File: config.mk
export PLATFORM = sky130hd
export DESIGN_NAME = fat_short_name_dir_lookup_unit
export DESIGN_NICKNAME = d
export VERILOG_FILES = /design/src/sv/fatdl_pkg.sv /design/src/sv/fat_short_name_dir_lookup_unit.sv
export SDC_FILE = /design/constraint.sdc
export NUM_CORES = 1
export LEC_CHECK = 0
export ABC_AREA = 1
export BUFFER_PORTS_ARGS = -buffer_cell sky130_fd_sc_hd__buf_2
export CAP_MARGIN = 10
export CORE_MARGIN = 4
export CORE_UTILIZATION = 33
export DETAILED_ROUTE_END_ITERATION = 16
export SYNTH_ARGS = -nofsm -noshare
export SYNTH_HDL_FRONTEND = slang
export SYNTH_SLANG_ARGS = --single-unit
File: constraint.sdc
create_clock -name clock -period 3.2 [get_ports clock]
set_clock_uncertainty 0.05 [all_clocks]
set_input_delay 0.64 -clock clock [delete_from_list [all_inputs] [get_ports clock]]
set_output_delay 0.64 -clock clock [all_outputs]
set_load 0.005 [all_outputs]
File: src/sv/fatdl_pkg.sv
package fatdl_pkg;

   // directory size the search is built for
   localparam int DIR_ENTRIES_DEFAULT = 1024;

   localparam int NAME_BYTES = 11;
   localparam int BASE_BYTES = 8;
   localparam int FILL_W     = 4;
   localparam int LIMIT_W    = 11;
   localparam int INDEX_W    = 10;

   localparam logic [LIMIT_W-1:0] LIMIT_RESET = 11'd224;
   localparam logic [7:0]         CHAR_SPACE  = 8'h20;
   localparam logic [7:0]         CHAR_DOT    = 8'h2E;
   localparam logic [7:0]         CHAR_LOW_A  = 8'h61;
   localparam logic [7:0]         CHAR_LOW_Z  = 8'h7A;
   localparam logic [7:0]         CASE_OFFSET = 8'h20;
   // volume label and subdirectory bits
   localparam logic [7:0]         ATTR_SKIP   = 8'h18;

   typedef enum logic [1:0] {
      PHASE_COLLECT = 2'd0,
      PHASE_ENDED   = 2'd1,
      PHASE_SEARCH  = 2'd2,
      PHASE_IDLE    = 2'd3
   } phase_type;

   typedef enum logic [1:0] {
      ST_FOUND = 2'd0,
      ST_END   = 2'd1,
      ST_LONG  = 2'd2,
      ST_LIMIT = 2'd3
   } status_type;

   typedef enum logic {
      CMD_NAME  = 1'b0,
      CMD_ENTRY = 1'b1
   } command_type;

endpackage

File: src/sv/fat_short_name_dir_lookup_unit.sv
// 8.3 short-name directory lookup. Send the file name first, one character per
// transfer with command 0 (a zero character ends the name, name_last on the final
// character opens the search), then the directory entries in order with command 1.
// The unit answers with at most one response per search: the index of the first
// entry whose 11 name bytes match (volume labels and subdirectories are skipped),
// end-marker when an entry starting with a zero byte arrives, limit-reached after
// entry_limit entries (capped at DIR_ENTRIES), or name-too-long as soon as a
// character arrives with all 11 name bytes filled. A name character sent during
// or after a search starts a new name; entries sent while no search is open are
// dropped silently. One item can be accepted per clock unless the response
// register is full and not being taken, the only stall. Each item is held in
// the input register and its result, if it has one, goes to the response
// register. entry_limit may be written only while the unit is idle.
module fat_short_name_dir_lookup_unit #(
   parameter int DIR_ENTRIES = fatdl_pkg::DIR_ENTRIES_DEFAULT
) (
   input  logic                         clock,
   input  logic                         reset,
   // configuration
   input  logic                         csr_we,
   input  logic [fatdl_pkg::LIMIT_W-1:0] csr_wdata,
   // request channel
   input  logic                         req_valid,
   output logic                         req_ready,
   input  logic                         req_command,
   input  logic [7:0]                   req_name_char,
   input  logic                         req_name_last,
   input  logic [63:0]                  req_entry_base,
   input  logic [23:0]                  req_entry_ext,
   input  logic [7:0]                   req_entry_attr,
   // response channel
   output logic                         rsp_valid,
   input  logic                         rsp_ready,
   output logic [1:0]                   rsp_status,
   output logic [fatdl_pkg::INDEX_W-1:0] rsp_entry_index
);
   import fatdl_pkg::*;

   // entry counter holds 0..DIR_ENTRIES; compares run at the wider of it and the limit
   localparam int CNT_W = $clog2(DIR_ENTRIES + 1);
   localparam int CMP_W = (CNT_W > LIMIT_W) ? CNT_W : LIMIT_W;

   // configuration register
   logic [LIMIT_W-1:0] limit_ff;

   // input register
   logic        s1_valid_ff;
   logic        s1_command_ff;
   logic [7:0]  s1_char_ff;
   logic        s1_last_ff;
   logic [63:0] s1_base_ff;
   logic [23:0] s1_ext_ff;
   logic [7:0]  s1_attr_ff;

   // search state
   phase_type         phase_ff, phase_in;
   logic [7:0]        name_ff [NAME_BYTES];
   logic [7:0]        name_in [NAME_BYTES];
   logic [FILL_W-1:0] fill_ff, fill_in;
   logic              ovf_ff, ovf_in;
   logic [CNT_W-1:0]  seen_ff, seen_in;

   // response register
   logic               rsp_valid_ff;
   status_type         rsp_status_ff, rsp_status_in;
   logic [INDEX_W-1:0] rsp_index_ff, rsp_index_in;
   logic               emit;

   logic advance;

   // shared decode of the item in the input register
   logic              is_name_item;
   logic              restart;
   phase_type         eff_phase;
   logic [FILL_W-1:0] eff_fill;
   logic              eff_ovf;
   logic              c_zero;
   logic              c_jump;
   logic              name_full;
   logic [CMP_W-1:0]  lim;
   logic [CMP_W-1:0]  seen_ext;
   logic [CMP_W-1:0]  seen_next;
   logic              at_limit;
   logic              next_at_limit;
   logic [87:0]       entry_vec;
   logic [87:0]       name_vec;
   logic              ent_end;
   logic              ent_match;
   logic [7:0]        upper_char;

   // process the held item when the response register can take a result
   assign advance   = s1_valid_ff && (!rsp_valid_ff || rsp_ready);
   assign req_ready = !s1_valid_ff || advance;

   assign is_name_item = (s1_command_ff == CMD_NAME);
   // a name character during or after a search drops it and starts over
   assign restart   = is_name_item &&
                      ((phase_ff == PHASE_SEARCH) || (phase_ff == PHASE_IDLE));
   assign eff_phase = restart ? PHASE_COLLECT : phase_ff;
   assign eff_fill  = restart ? '0 : fill_ff;
   assign eff_ovf   = restart ? 1'b0 : ovf_ff;

   assign c_zero    = (s1_char_ff == 8'h00);
   assign c_jump    = (s1_char_ff == CHAR_DOT) && (eff_fill <= FILL_W'(BASE_BYTES));
   assign name_full = (eff_fill >= FILL_W'(NAME_BYTES));
   assign upper_char = ((s1_char_ff >= CHAR_LOW_A) && (s1_char_ff <= CHAR_LOW_Z)) ?
                       (s1_char_ff - CASE_OFFSET) : s1_char_ff;

   // effective limit is the register capped at the directory size
   assign lim = (CMP_W'(limit_ff) > CMP_W'(DIR_ENTRIES)) ? CMP_W'(DIR_ENTRIES)
                                                        : CMP_W'(limit_ff);
   assign seen_ext      = CMP_W'(seen_ff);
   assign seen_next     = seen_ext + CMP_W'(1);
   assign at_limit      = (seen_ext >= lim);
   assign next_at_limit = (seen_next >= lim);

   assign entry_vec = {s1_ext_ff, s1_base_ff};
   always_comb begin
      for (int k = 0; k < NAME_BYTES; k++) begin
         name_vec[8*k +: 8] = name_ff[k];
      end
   end
   assign ent_end   = (s1_base_ff[7:0] == 8'h00);
   assign ent_match = ((s1_attr_ff & ATTR_SKIP) == 8'h00) && (entry_vec == name_vec);

   // next phase
   always_comb begin
      phase_in = phase_ff;
      if (is_name_item) begin
         phase_in = eff_phase;
         if (eff_phase == PHASE_COLLECT) begin
            if (c_zero) begin
               phase_in = PHASE_ENDED;
            end else if (!c_jump && name_full) begin
               phase_in = PHASE_ENDED;
            end
         end
         if (s1_last_ff) begin
            // an overflowed name never opens a search
            if (eff_ovf || (eff_phase == PHASE_COLLECT && !c_zero && !c_jump && name_full)) begin
               phase_in = PHASE_IDLE;
            end else begin
               phase_in = PHASE_SEARCH;
            end
         end
      end else if (phase_ff == PHASE_SEARCH) begin
         if (at_limit || ent_end || ent_match || next_at_limit) begin
            phase_in = PHASE_IDLE;
         end
      end
   end

   // name packing, entry count and result
   always_comb begin
      for (int k = 0; k < NAME_BYTES; k++) begin
         name_in[k] = restart ? CHAR_SPACE : name_ff[k];
      end
      fill_in       = eff_fill;
      ovf_in        = eff_ovf;
      seen_in       = restart ? '0 : seen_ff;
      emit          = 1'b0;
      rsp_status_in = ST_FOUND;
      rsp_index_in  = '0;
      if (is_name_item) begin
         if (eff_phase == PHASE_COLLECT && !c_zero) begin
            if (c_jump) begin
               fill_in = FILL_W'(BASE_BYTES);
            end else if (name_full) begin
               ovf_in        = 1'b1;
               emit          = 1'b1;
               rsp_status_in = ST_LONG;
            end else begin
               name_in[eff_fill] = upper_char;
               fill_in           = eff_fill + FILL_W'(1);
            end
         end
         if (s1_last_ff) begin
            seen_in = '0;
         end
      end else if (phase_ff == PHASE_SEARCH) begin
         if (at_limit) begin
            emit          = 1'b1;
            rsp_status_in = ST_LIMIT;
         end else if (ent_end) begin
            emit          = 1'b1;
            rsp_status_in = ST_END;
         end else if (ent_match) begin
            emit          = 1'b1;
            rsp_status_in = ST_FOUND;
            rsp_index_in  = seen_ext[INDEX_W-1:0];
         end else begin
            seen_in = seen_next[CNT_W-1:0];
            if (next_at_limit) begin
               emit          = 1'b1;
               rsp_status_in = ST_LIMIT;
            end
         end
      end
   end

   always_ff @(posedge clock) begin
      if (reset) begin
         limit_ff <= LIMIT_RESET;
      end else if (csr_we) begin
         limit_ff <= csr_wdata;
      end
   end

   always_ff @(posedge clock) begin
      if (reset) begin
         s1_valid_ff <= 1'b0;
      end else if (req_ready) begin
         s1_valid_ff <= req_valid;
      end
   end

   always_ff @(posedge clock) begin
      if (req_valid && req_ready) begin
         s1_command_ff <= req_command;
         s1_char_ff    <= req_name_char;
         s1_last_ff    <= req_name_last;
         s1_base_ff    <= req_entry_base;
         s1_ext_ff     <= req_entry_ext;
         s1_attr_ff    <= req_entry_attr;
      end
   end

   always_ff @(posedge clock) begin
      if (reset) begin
         phase_ff <= PHASE_COLLECT;
         fill_ff  <= '0;
         ovf_ff   <= 1'b0;
         seen_ff  <= '0;
         for (int k = 0; k < NAME_BYTES; k++) begin
            name_ff[k] <= CHAR_SPACE;
         end
      end else if (advance) begin
         phase_ff <= phase_in;
         fill_ff  <= fill_in;
         ovf_ff   <= ovf_in;
         seen_ff  <= seen_in;
         for (int k = 0; k < NAME_BYTES; k++) begin
            name_ff[k] <= name_in[k];
         end
      end
   end

   always_ff @(posedge clock) begin
      if (reset) begin
         rsp_valid_ff <= 1'b0;
      end else if (advance) begin
         rsp_valid_ff <= emit;
      end else if (rsp_ready) begin
         rsp_valid_ff <= 1'b0;
      end
   end

   always_ff @(posedge clock) begin
      if (advance && emit) begin
         rsp_status_ff <= rsp_status_in;
         rsp_index_ff  <= rsp_index_in;
      end
   end

   assign rsp_valid       = rsp_valid_ff;
   assign rsp_status      = rsp_status_ff;
   assign rsp_entry_index = rsp_index_ff;

endmodule
==> flow_summary_export.csv <==
group,metric,value,unit
drt,drc,0,
power_and_ir_drop,p_int,5.472,mW
die,initial_core_util,0.3353,
critical_path,cpMostUsedCell,"nand2_1",
timing,fin_crit_sh,0.9652,
clock_tree,clk_latency,0.54,ns
critical_path,cp.arrival,3.46,ns
power_and_ir_drop,p_sw_frac,0.2580,
logic_synthesis,yosys-top-cells-area,"edfxtp_1 49%, nand2_1 11%, inv_1 6.2%, nor2_1 5.4%, dfxtp_1 5.0%",
cells_and_area,area_delta_synth_final,21.45,%
power_and_ir_drop,pwr-share-seq,0.491,
timing,max_slew_margin,0.5602,
logic_synthesis,synth.most_common_cell,"nand2_1",
run,drv_cap,0,
timing,period_minus_slack,3.089,ns
drt,postRouteAntennaNets,0,
power_and_ir_drop,clkPwrFrac,0.401,
critical_path,path_max_fanout,8,
critical_path,slowest_stage,"or4_4",
outcome,status,"finished clean",
timing,slew_viol_final,0,
logic_synthesis,synthArstFlopShare,0,
cells_and_area,n_fill_cell,3649,
cells_and_area,drive_gt1_frac,0.2019,
die,die_w,201.3,um
timing,hold_viol_final,0,
logic_synthesis,synth_area_leader_cell,"edfxtp_1",
logic_synthesis,synth_cell_type_count,50,
logic_synthesis,synth_top_area_frac,0.4869,
global_routing,overflow,0,
critical_path,path_cells,"or4_4 -> nor3_4 -> a21oi_2 -> clkinv_4 -> nand2_2 -> ha_1 -> nand2_2 -> o21ai_1 -> nand2_1 -> nand4_1 -> nor2_2 -> buf_6 -> buf_4 -> nand4_1 -> nand3_1 -> nand2_1 -> nand2_1 -> nand2_1",
clock_tree,htreeDepth,1,
power_and_ir_drop,combPwrFrac,0.108,
critical_path,cp-end-kind,"register",
logic_synthesis,netlist_instances,1421,
timing,rsz0062_at_grt,"true",
die,dieArea,0.04054,sq mm
clock_tree,numClockSinks,231,
critical_path,startpoint_type,"register",
critical_path,cpPeakStageDelay,0.54,ns
clock_tree,cts_tree,"done",
timing,worst_slew_pin_slew,0.6597,ns
global_routing,gr-usage-all-layers,0.1574,
critical_path,cp_top_family,"simple AND/OR/NAND/NOR gates",
critical_path,worstSetupPathType,"register to register",
clock_tree,clockBufferDepth,3,
drt,drt_iter0_drc,658,
global_routing,grt_pass1_vias,9529,
power_and_ir_drop,ir_worst_vdd,0.3847,mV
global_routing,grt_max_degree,101,
critical_path,cp_num_buf_inv,3,
placement,post_dp_cell_area,0.01381,sq mm
power_and_ir_drop,p_leak,6.445,nW
logic_synthesis,avgSynthCellArea,8.681,sq um
drt,vias,9981,
global_routing,antenna_found_initial,0,
logic_synthesis,ys_ff_latch,231,
power_and_ir_drop,pwr_density_cell,492.3,mW/mm^2
cells_and_area,num_antenna_cells,0,
global_routing,grt_pass1_wl,51860,um
die,die_h,201.3,um
cells_and_area,finish.net_count,1740,
clock_tree,cts_buffers,27,
placement,gp_congestion,0.9011,
logic_synthesis,synth_common_cells,"370 x nand2_1, 203 x inv_1, 200 x edfxtp_1",
logic_synthesis,syn_nets,1571,
timing,maxClockFrequency,323.8,MHz
logic_synthesis,yosysWarnings,0,
logic_synthesis,synth_edf_count,200,
logic_synthesis,synthFlopType,"edfxtp_1",
die,rows,70,
die,ios,136,
placement,numPortBuffers,129,
drt,wire_per_inst,15.91,um
drt,routed_via_density,4.803,
clock_tree,cts_hold_buf,0,
power_and_ir_drop,switching_power,1.903,mW
timing,holdWs,0.2205,ns
min_path,min_path_type,"input port to register",
logic_synthesis,synth_area,0.01234,sq mm
placement,dp_hpwl,23420,um
clock_tree,clockRootBuffer,"clkbuf_16",
critical_path,required,3.57,ns
timing,finalSetupViolCount,0,
drt,first_pass_iters,5,
die,fp.coreArea,0.03679,sq mm
logic_synthesis,yosysSeqAreaShare,0.5372,
cells_and_area,final_area,0.01498,sq mm
clock_tree,cts.clk_slew.worst_paths,0.06,ns
drt,routed_wl,33060,um
[power groups by stage]
| stage | clock network [mW] | logic (mW) | registers (mW) |
|---|---|---|---|
| floorplan | 0 | 0.501 | 3.63 |
| CTS | 3.04 | 0.765 | 3.62 |
| global placement | 0 | 0.750 | 3.68 |
| finish | 2.96 | 0.794 | 3.62 |
| global route | 3.17 | 0.904 | 3.64 |
| detailed placement | 0 | 0.761 | 3.68 |
[through the flow]
| step | util | TNS, ns | cells | total power, mW | setup slack (ns) |
|---|---|---|---|---|---|
| 4_1_cts | 0.3984 | 0 | 2075 | 7.428 | 0.01115 |
| 3_5_place_dp | 0.3754 | -0.09208 | 2026 | 4.442 | -0.02387 |
| 3_3_place_gp | 0.3754 | 0 | 2026 | 4.429 | 0.03097 |
| 6_report | 0.4073 | 0 | 2078 | 7.375 | 0.1115 |
| 5_1_grt | 0.4073 | -0.7594 | 2078 | 7.717 | -0.04494 |
| 2_1_floorplan | - | 0 | 1421 | 4.127 | 0.03223 |
[layout make-up]
cell class              count  area, sq um  share of cell area
inverters                 217        830.8             0.05545
multi-input cells         932         4994              0.3333
clock buffers              30        686.9             0.04585
repair buffers            181         1102             0.07358
well taps                 468        585.6             0.03908
flip-flops and latches    231         6630              0.4425
clock inverters            19        152.6             0.01019
[cell families (layout without fill, tap and decap cells)]
family,count (synthesis),after routing,synth area share
AND/OR/NAND/NOR,641,641,0.2184
buffers and inverters,258,447,0.08236
AO/OA/AOI/OAI,249,249,0.1237
flip-flops,231,231,0.5372
adder cells (fa/ha/maj),28,28,0.02840
XOR/XNOR,14,14,0.009940
[layout by cell type, fill, tap and decap left out, types with 11 or more instances in the layout]
cell / instances
a211oi_1: 30
a211oi_2: 13
a21oi_1: 90
buf_2: 129
buf_4: 46
clkbuf_16: 27
dfxtp_1: 28
edfxtp_1: 200
ha_1: 18
inv_1: 199
nand2_1: 359
nand2_2: 11
nand3_1: 30
nand4_1: 18
nor2_1: 171
o21ai_0: 61
[timing repair]
action	in CTS	in global routing
endpoints found under the setup margin	11	37
gates resized for setup	2	62
setup buffers	0	3
pin swaps	0	12
[per-layer routing]
layer / vias to the layer above / part of all wire / global-route usage
li1: 5059 / - / -
met1: 4613 / 0.45 / 0.2129
met2: 265 / 0.47 / 0.2652
met3: 44 / 0.056 / 0.02482
met4: 0 / 0.022 / 0.04077
met5: - / 0 / 0
[flip-flops by register name (all words and copies together) (netlist names)]
name	flops
s1_command_ff	1
name_ff	88
s1_last_ff	1
phase_ff	2
ovf_ff	1
s1_base_ff	64
s1_ext_ff	24
s1_char_ff	8
fill_ff	4
s1_valid_ff	1
rsp_valid	1
seen_ext	11
rsp_entry_index	10
limit_ff	11
rsp_status	2
s1_attr_ff	2
[path summary, 6_finish.rpt]
path / from / slack (ns) / cells after the start / endpoint
min reg2reg: fill_ff[1]$_SDFFE_PP0P_ / 0.45 / 2 / fill_ff[1]$_SDFFE_PP0P_
min: req_entry_base[54] / 0.22 / 1 / s1_base_ff[54]$_DFFE_PP_
max: limit_ff[4]$_SDFFE_PP0P_ / 0.11 / 18 / seen_ext[1]$_SDFFE_PP0P_
max reg2reg: limit_ff[4]$_SDFFE_PP0P_ / 0.11 / 18 / seen_ext[1]$_SDFFE_PP0P_
Power figures use the tool's default switching activity.
